<file path="config.mk">
export PLATFORM = sky130hd
export DESIGN_NAME = mhpq_ctrl
export DESIGN_NICKNAME = d
export VERILOG_FILES = /design/src/hw/rtl/mhpq_pkg.sv /design/src/hw/rtl/mhpq_ctrl.sv
export SDC_FILE = /design/constraint.sdc
export NUM_CORES = 1
export LEC_CHECK = 0
export BUFFER_PORTS_ARGS = -buffer_cell sky130_fd_sc_hd__buf_2
export CAP_MARGIN = 25
export CORE_UTILIZATION = 30
export CTS_BUF_LIST = sky130_fd_sc_hd__clkbuf_16
export DETAILED_ROUTE_END_ITERATION = 10
export GPL_ROUTABILITY_DRIVEN = 0
export HOLD_SLACK_MARGIN = 0.03
export PLACE_DENSITY_LB_ADDON = 0.12
export SLEW_MARGIN = 20
export SYNTH_ARGS = -nofsm -noshare
export SYNTH_HDL_FRONTEND = slang
export SYNTH_SLANG_ARGS = --single-unit
</file>
<file path="constraint.sdc">
create_clock -name clk -period 1.35 [get_ports clk]
set_input_delay 0.27 -clock clk [delete_from_list [all_inputs] [get_ports clk]]
set_output_delay 0.27 -clock clk [all_outputs]
set_load 0.01 [all_outputs]
</file>
<file path="src/hw/rtl/mhpq_pkg.sv">
// Shared types and codes for the max-heap priority queue.
// Payload structs, status codes and controller-to-datapath command/status.
// No dependencies.
`timescale 1ns / 1ps

package mhpq_pkg;

    localparam int KEY_W          = 32;
    localparam int FILL_W         = 11;
    localparam int ST_W           = 2;
    localparam int HEAP_DEPTH_DEF = 1024;

    // operation field
    localparam logic OPER_INSERT  = 1'b0;
    localparam logic OPER_EXTRACT = 1'b1;

    // status field
    localparam logic [ST_W-1:0] ST_OK    = 2'd0;
    localparam logic [ST_W-1:0] ST_FULL  = 2'd1;
    localparam logic [ST_W-1:0] ST_EMPTY = 2'd2;

    // datapath operations
    localparam int DP_OP_W = 4;
    localparam logic [DP_OP_W-1:0] DP_NOP   = 4'd0;
    localparam logic [DP_OP_W-1:0] DP_INS   = 4'd1;  // latch key, hole at end
    localparam logic [DP_OP_W-1:0] DP_EXT   = 4'd2;  // read root and last
    localparam logic [DP_OP_W-1:0] DP_LOAD  = 4'd3;  // capture max, last key
    localparam logic [DP_OP_W-1:0] DP_UPRD  = 4'd4;  // read parent
    localparam logic [DP_OP_W-1:0] DP_UPCMP = 4'd5;  // compare, move parent down
    localparam logic [DP_OP_W-1:0] DP_DNRD  = 4'd6;  // read both children
    localparam logic [DP_OP_W-1:0] DP_DNCMP = 4'd7;  // compare, move child up
    localparam logic [DP_OP_W-1:0] DP_HOME  = 4'd8;  // write key into the hole
    localparam logic [DP_OP_W-1:0] DP_FULL  = 4'd9;
    localparam logic [DP_OP_W-1:0] DP_EMPTY = 4'd10;

    typedef struct packed {
        logic                    operation;
        logic signed [KEY_W-1:0] key;
    } mhpq_in_t;

    typedef struct packed {
        logic signed [KEY_W-1:0] max_key;
        logic [ST_W-1:0]         status;
        logic [FILL_W-1:0]       fill_count;
    } mhpq_out_t;

    typedef struct packed {
        logic [DP_OP_W-1:0] op;
        logic               out_load;
    } mhpq_cmd_t;

    typedef struct packed {
        logic is_full;     // count == depth
        logic is_empty;    // count == 0
        logic up_gt;       // held key > parent read data
        logic par_root;    // parent of hole is the root
        logic left_oob;    // left child of hole beyond count
        logic child_pick;  // a child beats the held key
    } mhpq_stat_t;

endpackage

</file>
<file path="src/hw/rtl/mhpq_ctrl.sv">
// Heap sequencer: walks sift-up / sift-down, read then compare per level.
// Depends on mhpq_pkg.
`timescale 1ns / 1ps

module mhpq_ctrl (
    input  logic                clk,
    input  logic                rst_n,
    input  logic                in_valid,
    output logic                in_ready,
    input  logic                in_op,
    output logic                out_valid,
    input  logic                out_ready,
    output mhpq_pkg::mhpq_cmd_t cmd,
    input  mhpq_pkg::mhpq_stat_t stat
);
    import mhpq_pkg::*;

    localparam logic [2:0] S_IDLE  = 3'd0;
    localparam logic [2:0] S_UPRD  = 3'd1;
    localparam logic [2:0] S_UPCMP = 3'd2;
    localparam logic [2:0] S_LOAD  = 3'd3;
    localparam logic [2:0] S_DNRD  = 3'd4;
    localparam logic [2:0] S_DNCMP = 3'd5;
    localparam logic [2:0] S_HOME  = 3'd6;
    localparam logic [2:0] S_DONE  = 3'd7;

    logic [2:0] state_reg, state_next;
    logic       out_valid_reg, out_valid_next;

    always_comb
    begin
        state_next   = state_reg;
        cmd.op       = DP_NOP;
        cmd.out_load = 1'b0;
        unique case (state_reg)
            S_IDLE:
            begin
                if (in_valid)
                begin
                    if (in_op == OPER_INSERT)
                    begin
                        if (stat.is_full)
                        begin
                            cmd.op     = DP_FULL;
                            state_next = S_DONE;
                        end
                        else
                        begin
                            cmd.op     = DP_INS;
                            state_next = stat.is_empty ? S_HOME : S_UPRD;
                        end
                    end
                    else
                    begin
                        if (stat.is_empty)
                        begin
                            cmd.op     = DP_EMPTY;
                            state_next = S_DONE;
                        end
                        else
                        begin
                            cmd.op     = DP_EXT;
                            state_next = S_LOAD;
                        end
                    end
                end
            end
            S_UPRD:
            begin
                cmd.op     = DP_UPRD;
                state_next = S_UPCMP;
            end
            S_UPCMP:
            begin
                cmd.op = DP_UPCMP;
                if (stat.up_gt)
                begin
                    state_next = stat.par_root ? S_HOME : S_UPRD;
                end
                else
                begin
                    state_next = S_DONE;
                end
            end
            S_LOAD:
            begin
                // count is already decremented here
                cmd.op     = DP_LOAD;
                state_next = stat.is_empty ? S_DONE : S_DNRD;
            end
            S_DNRD:
            begin
                if (stat.left_oob)
                begin
                    cmd.op     = DP_HOME;
                    state_next = S_DONE;
                end
                else
                begin
                    cmd.op     = DP_DNRD;
                    state_next = S_DNCMP;
                end
            end
            S_DNCMP:
            begin
                cmd.op     = DP_DNCMP;
                state_next = stat.child_pick ? S_DNRD : S_DONE;
            end
            S_HOME:
            begin
                cmd.op     = DP_HOME;
                state_next = S_DONE;
            end
            S_DONE:
            begin
                if (!out_valid_reg || out_ready)
                begin
                    cmd.out_load = 1'b1;
                    state_next   = S_IDLE;
                end
            end
            default:
            begin
                state_next = S_IDLE;
            end
        endcase
    end

    always_comb
    begin
        if (cmd.out_load)
        begin
            out_valid_next = 1'b1;
        end
        else if (out_ready)
        begin
            out_valid_next = 1'b0;
        end
        else
        begin
            out_valid_next = out_valid_reg;
        end
    end

    always_ff @(posedge clk or negedge rst_n)
    begin
        if (!rst_n)
        begin
            state_reg     <= S_IDLE;
            out_valid_reg <= 1'b0;
        end
        else
        begin
            state_reg     <= state_next;
            out_valid_reg <= out_valid_next;
        end
    end

    assign in_ready  = (state_reg == S_IDLE);
    assign out_valid = out_valid_reg;

endmodule

</file>
# After elaboration in Yosys (flattened, before gate mapping)
# Cells that the tools add are included.
# word_totals
reg_bits,4
in_bits,11
out_inout_bits,7
wordCells,38
# classes
n_eq_ne,9
n_mux,22
reduce_logical,5
# ops
cell,count
$pmux 4 s7,1
$mux 3,8
$pmux 3 s8,1
$mux 4,5
$eq 3x3->1 const B,4
$eq 3x2->1 const B,2
$mux 2,3
$mux 1,4
$ne 2x2->1 const B,2
$eq 3x1->1 const B,1
$logic_not 3->1,1
$reduce_and 2->1,1
$reduce_bool 2->1,1
$logic_not 1->1,1
$logic_or 1x1->1,1

# Longest topological paths before layout
# Gate-level depths: netlist (run 1).
# logic_depth
ltp_word,5
mapped_depth,4
depth_no_buf,3

# Worst setup path before layout (run 1)
# No wires, ideal clock.
# synth_timing
kind,reg2out
from,reg state_reg[2]
to,out cmd[4] in the netlist's numbering
t_arrival_ns,1.017
required_ns,1.080
path_slack_ns,0.063
stages_incl_launch_ff,5
path_buffers,1
cell_sequence,dfrtp_1 -> buf_4 -> nor2_1 -> o211ai_1 -> a21oi_1
# synth_lines
element,line,text
from (decl),mhpq_ctrl.sv:27,"logic [2:0] state_reg, state_next;"
from (signal assigned),mhpq_ctrl.sv:154,state_reg <= state_next;
to (decl),mhpq_ctrl.sv:13,"output mhpq_pkg::mhpq_cmd_t cmd,"

# Final worst setup path (run 1)
# layout_timing
from,reg state_reg[2]
to,out in_ready
# layout_via
elab_chain_cells,1
# layout_rtl
element,line,text
$logic_not 3->1,mhpq_ctrl.sv:159,assign in_ready = (state_reg == S_IDLE);
to (decl),mhpq_ctrl.sv:9,"output logic in_ready,"
# Every way passes these cells.

==> impl_metrics.tcl, run 1 <==
set metrics [dict create \
    htree_levels 1 \
    seq_area_um2 104 \
    slowest_stage "dfrtp_2" \
    fin_setup_tns_ns -0.958 \
    switchingPower_uw 711 \
    ir_drop_mv 0.912 \
    slowest_delay_ns 0.45 \
    setup_viol 6 \
    setup.worst_path.class "reg2out" \
    path_cells "or3_4 > inv_2 > buf_6" \
    worst_pin_slew_ns 0.256 \
    ys_warn_count 0 \
    port_buffers 17 \
    antenna_found_initial 0 \
    synthCells 53 \
    rr_startpoint "state_reg[1]" \
    n_antenna_cell 0 \
    layout.nets 96 \
    die_w_um 40.4 \
    clkLatencyLatePin_ns 0.22 \
    p_comb_share_pct 59.9 \
    num_vias 519 \
    synthTopCellsByArea "dfrtp_1 (23%), a21oi_1 (5.6%), buf_4 (5.1%)" \
    holdCritPathClass "in2async" \
    grt_max_degree 11 \
    cp-start-kind "register" \
    syn_area_um2 443 \
    fin_skew_ns 0.00189 \
    yosys.area.top_type "dfrtp_1" \
    multi_input_area_um2 319 \
    arrival_ns 1.26 \
    end_kind "output port" \
    root_buffer "clkbuf_16" \
    ys_seq_elements 4 \
    r2r_end "state_reg[1]" \
    mostFrequentLayoutCell "buf_2" \
    slew_viol_final 0 \
    worst_slack_ns -0.175 \
    status "finished, violations left" \
    wire_per_inst_um 13.9 \
    synth_top_area_share_pct 22.6 \
    die_y_um 40.4 \
    fin_cells 98 \
    p_int_mw 1.23 \
    clockPowerShare_pct 23.3 \
    cp_data_required_time_ns 1.08 \
    holdWs_ns 0.383 \
    drtIter0Drc 10 \
    failed_checks "setup timing" \
    dp_hpwl_um 806 \
    core_region_area_mm2 0.00133 \
    grt_usage_pct 17.4 \
    period_share_pct 113 \
    switching_share_pct 36.7 \
    first_global_vias 430 \
    ys_types 35 \
    tritoncts "built" \
    ant_nets 0 \
    rsz0062_at_grt "true" \
    layout_common_cells "buf_2 (16), buf_4 (9), buf_6 (5)" \
    viasPerCell 5.30 \
    place_area_um2 558 \
    ios 18 \
    reg2reg_depth 5 \
    post-place-cells 87 \
    overflow 0 \
    numCtsBuffers 3 \
    dieArea_mm2 0.00163 \
    largest_reg_flops 3 \
    clk_pin_slew_ns 0.03 \
    dr.pass1.iters 4 \
    slew_headroom_pct 82.9 \
    grt_pass1_wl_mm 1.90 \
    syn_area_per_cell_um2 8.36 \
    area_growth_pct 67.5 \
    seq_area_frac_synth_pct 22.6 \
    drc 0 \
    layout-drive-gt1-share_pct 59.0 \
    max_freq_ghz 0.656 \
    nFillCells 123 \
    wl_mm 1.36 \
    r2r_slack_ns 0.01 \
    rows 13 \
    initial_core_util_pct 33.2 \
    stdcell_area_um2 742 \
    clk_path_buf_depth 2 \
    leakage_nw 0.351 \
    synth_nets 64 \
    total_power_mw 1.94 \
    hold_violations 0 \
    cp_max_fo 6 \
    p_seq_share_pct 16.8 \
    power_density_mw_per_mm2 2610 \
    min_period_ns 1.53 \
    cts.sinks 4 \
    cap_viol_max_count 0 \
]
## worst max-delay path by stage
| stage | start | to | slack [ns] | cells after the start |
|---|---|---|---|---|
| final | state_reg[2] | in_ready | -0.18 | 3 |
| after global routing | state_reg[2] | cmd[2] | -0.21 | 4 |
| after CTS | state_reg[1] | in_ready | -0.16 | 3 |
| after detailed placement | state_reg[1] | state_reg[1] | -0.05 | 3 |
| after global placement | state_reg[1] | state_reg[1] | -0.09 | 3 |
| after floorplan | state_reg[2] | cmd[4] | 0.06 | 4 |
## routing by layer
layer	GRT usage [%]	wire (µm)
met5	0	0
met3	5.00	45
met4	0	0
met1	23.1	673
met2	29.4	639
## final cells by class
| class | count | share of cell area [%] |
|---|---|---|
| Clock buffer | 3 | 10.1 |
| Inverter | 3 | 1.52 |
| Multi-Input combinational cell | 42 | 43.0 |
| Sequential cell | 4 | 14.0 |
| Tap cell | 15 | 2.53 |
| Timing Repair Buffer | 31 | 28.8 |
## cells in the mapped netlist, drive strengths merged
master and n:
o211ai 1, o21ai 2, o31a 1, o2bb2ai 1, and4bb 1, or2 1, or3 2, a31oi 2
and2 2, nor2b 2, inv 3, a22oi 1, nand4b 1, o311ai 1, and2b 2, a221oi 2
nand2b 2, a21o 1, buf 4, a21oi 5, nor2 3, nand2 2, nor3b 1, o22ai 2
nand4 1, dfrtp 4, or3b 2, nand3 1
## cell families after synthesis
group / count (synthesis) / share of synthesized area (%)
AO/OA/AOI/OAI: 19 / 31.4
AND/OR/NAND/NOR: 23 / 35.9
buffers and inverters: 7 / 10.2
flip-flops: 4 / 22.6
## power groups by stage
stage,sequential (mW),combinational (mW),clock [mW]
6_report,0.326,1.16,0.452
5_1_grt,0.341,1.25,0.469
4_1_cts,0.320,1.10,0.456
3_5_place_dp,0.331,0.835,0
3_3_place_gp,0.325,0.844,0
2_1_floorplan,0.240,0.650,0
## metrics by stage
step | util, % | worst slack [ns]
after global placement | 41.8 | -0.0918
after global routing | 55.6 | -0.212
after detailed placement | 41.8 | -0.0519
final | 55.6 | -0.175
after CTS | 54.1 | -0.163
after floorplan | - | 0.0629
## critical path, delay by kind of cell (launching register included)
| kind | cells | cell delay, ns |
|---|---|---|
| buffers and inverters | 2 | 0.15 |
| AND/OR/NAND/NOR | 1 | 0.43 |
| flip-flops | 1 | 0.45 |
## repair_timing
action,in CTS,in global routing
setup endpoints to repair,7,9
hold endpoints to repair,4,0
setup buffers,5,2
gates resized for setup,16,2
pin swaps,2,1
hold buffers,1,0
No activity file was read; power rests on OpenSTA's default activity.
==> inputs of run 2 (changes only) <==
Settings changed: ABC_AREA from default to 1.
Clock period 1.35 ns to 1.85 ns, I/O delays scaled along.
==> run 2 against run 1 <==
The run now ends clean. Sequential share of layout area increased by 2.5 points. First-iteration DRC count decreased by 30%. Area after synthesis decreased by 4.0%. Clock power decreased by 26%. Non-clock buffer count decreased by 13. Largest cell class unchanged.
==> impl_metrics.tcl, run 2 <==
set metrics [dict create \
    status "finished clean" \
    first_global_vias 439 \
    ant_nets 0 \
    clkLatencyLatePin_ns 0.22 \
    fin_skew_ns 0.000937 \
    area_growth_pct 44.1 \
    largest_reg_flops 3 \
    arrival_ns 1.36 \
    numCtsBuffers 3 \
    ios 18 \
    die_w_um 39.7 \
    post_cts_buffers 0 \
    htree_levels 1 \
    port_buffers 17 \
    core_region_area_mm2 0.00132 \
    dr.pass1.iters 4 \
    worst_pin_slew_ns 0.302 \
    cts.sinks 4 \
    grt_max_degree 8 \
    leakage_nw 0.341 \
    synth_top_area_share_pct 23.5 \
    synth_nets 84 \
    cp_data_required_time_ns 1.48 \
    yosysMostFrequentCell "nand2_1" \
    ys.flop_type "dfrtp_1" \
    rsz0062_at_grt "false" \
    cp_max_fo 6 \
    hold_violations 0 \
    root_buffer "clkbuf_16" \
    seq_area_frac_synth_pct 23.5 \
    grt_pass1_wl_mm 1.60 \
    antenna_found_initial 0 \
    cp-start-kind "register" \
    async_flop_share_pct 100 \
    yosys.area.top_type "dfrtp_1" \
    slew_viol_final 0 \
    period_share_pct 93.6 \
    cap_viol_max_count 0 \
    num_vias 482 \
    viasPerCell 4.46 \
    slew_headroom_pct 79.8 \
    yosys-top-cells-count "nand2_1 (19), nor2_1 (17), inv_1 (7)" \
    setup.worst_path.class "reg2out" \
    wire_per_inst_um 9.14 \
    wl_um 987 \
    dp_hpwl_um 800 \
    min_period_ns 1.73 \
    layout.nets 106 \
    die_y_um 39.7 \
    stdcell_area_um2 613 \
    fin_setup_tns_ns 0 \
    clk_path_buf_depth 2 \
    synthCells 73 \
    end_kind "output port" \
    syn_area_um2 425 \
    ys_types 20 \
    clk_pin_slew_ns 0.03 \
    max_freq_ghz 0.577 \
    overflow 0 \
    synthTopCellsByArea "dfrtp_1 (24%), nand2_1 (17%), nor2_1 (15%)" \
    holdCritPathClass "in2reg" \
    synth_edf_count 0 \
    tritoncts "built" \
    initial_core_util_pct 32.3 \
    ys_seq_elements 4 \
    mostFrequentLayoutCell "nand2_1" \
    place_area_um2 522 \
    grt_usage_pct 15.6 \
    ir_drop_mv 1.02 \
    rows 13 \
    n_antenna_cell 0 \
    layout-drive-gt1-share_pct 34.4 \
    layout_common_cells "nand2_1 (19), nor2_1 (17), buf_2 (17)" \
    drc 0 \
    syn_area_per_cell_um2 5.83 \
    power_density_mw_per_mm2 1840 \
    dieArea_mm2 0.00157 \
    drtIter0Drc 7 \
    setup_viol 0 \
    ys_warn_count 0 \
]
run 2: cell types whose count changed in the layout (fill, tap and decap cells not counted), moves of 3 or more:
cell,change
nand3_1,+6
buf_4,-9
inv_1,+6
a21oi_1,-3
buf_6,-5
nand2_2,+3
nor2_1,+16
nand2_1,+17
run 2: final timing paths:
| path | from | to | slack, ns | cells after the start |
|---|---|---|---|---|
| worst max-delay path | state_reg[2] | cmd[1] | 0.12 | 6 |
| worst min-delay path | out_ready | out_valid | 0.35 | 2 |
| worst max register to register | state_reg[0] | state_reg[1] | 0.68 | 7 |
| worst min register to register | out_valid | out_valid | 0.55 | 2 |
| max in group asynchronous | rst_n | state_reg[1] | 1.24 | 2 |
| min in group asynchronous | rst_n | state_reg[0] | 0.48 | 2 |
run 2: timing repair:
item / 4_1_cts / 5_1_grt
setup endpoints to repair: 0 / 2
hold buffers: 1 / 0
gates resized for setup: 0 / 2
hold endpoints to repair: 4 / 0
run 2: cells by family after synthesis:
family | synth area share, %
AND/OR/NAND/NOR | 54.4
buffers and inverters | 10.6
AO/OA/AOI/OAI | 11.5
flip-flops | 23.5
run 2: worst max-delay path, cell delays in order, from the launching register on:
cell      delay [ns]
dfrtp_1         0.40
inv_2           0.14
nand2_2         0.09
nor2_4          0.12
nand2_1         0.09
o211ai_2        0.14
buf_2           0.15
run 2: cell type report:
cell class              instances  area [µm²]
fillers                       140         704
multi-input cells              58         285
flip-flops and latches          4         101
repair buffers                 18        95.1
clock buffers                   3        75.1
inverters                      10        37.5
well taps                      15        18.8
run 2: routing by layer:
layer  up-vias  wire, µm  track usage [%]
met2        11       496             26.2
met5         -         0                0
li1        270         -                -
met3         0        39             3.41
met1       201       451             17.2
met4         0         0             10.3
run 2: stage by stage:
stage,setup WS [ns],total power [mW],hold slack [ns],std cells,utilization [%]
final,0.118,1.13,0.352,108,46.5
after global routing,0.0122,1.24,0.358,108,46.5
after CTS,0.0599,1.13,0.356,108,46.1
after detailed placement,0.293,0.785,0.176,104,39.6
after global placement,0.341,0.794,0.177,104,39.6
after floorplan,0.357,0.621,0.0744,73,-
run 2: where the power goes:
group / total (mW) / leakage (nW) / internal (mW) / switching (mW)
combinational: 0.589 / 0.258 / 0.229 / 0.359
sequential: 0.207 / 0.0464 / 0.136 / 0.0718
clock: 0.333 / 0.0370 / 0.276 / 0.0569
total: 1.13 / 0.341 / 0.641 / 0.488
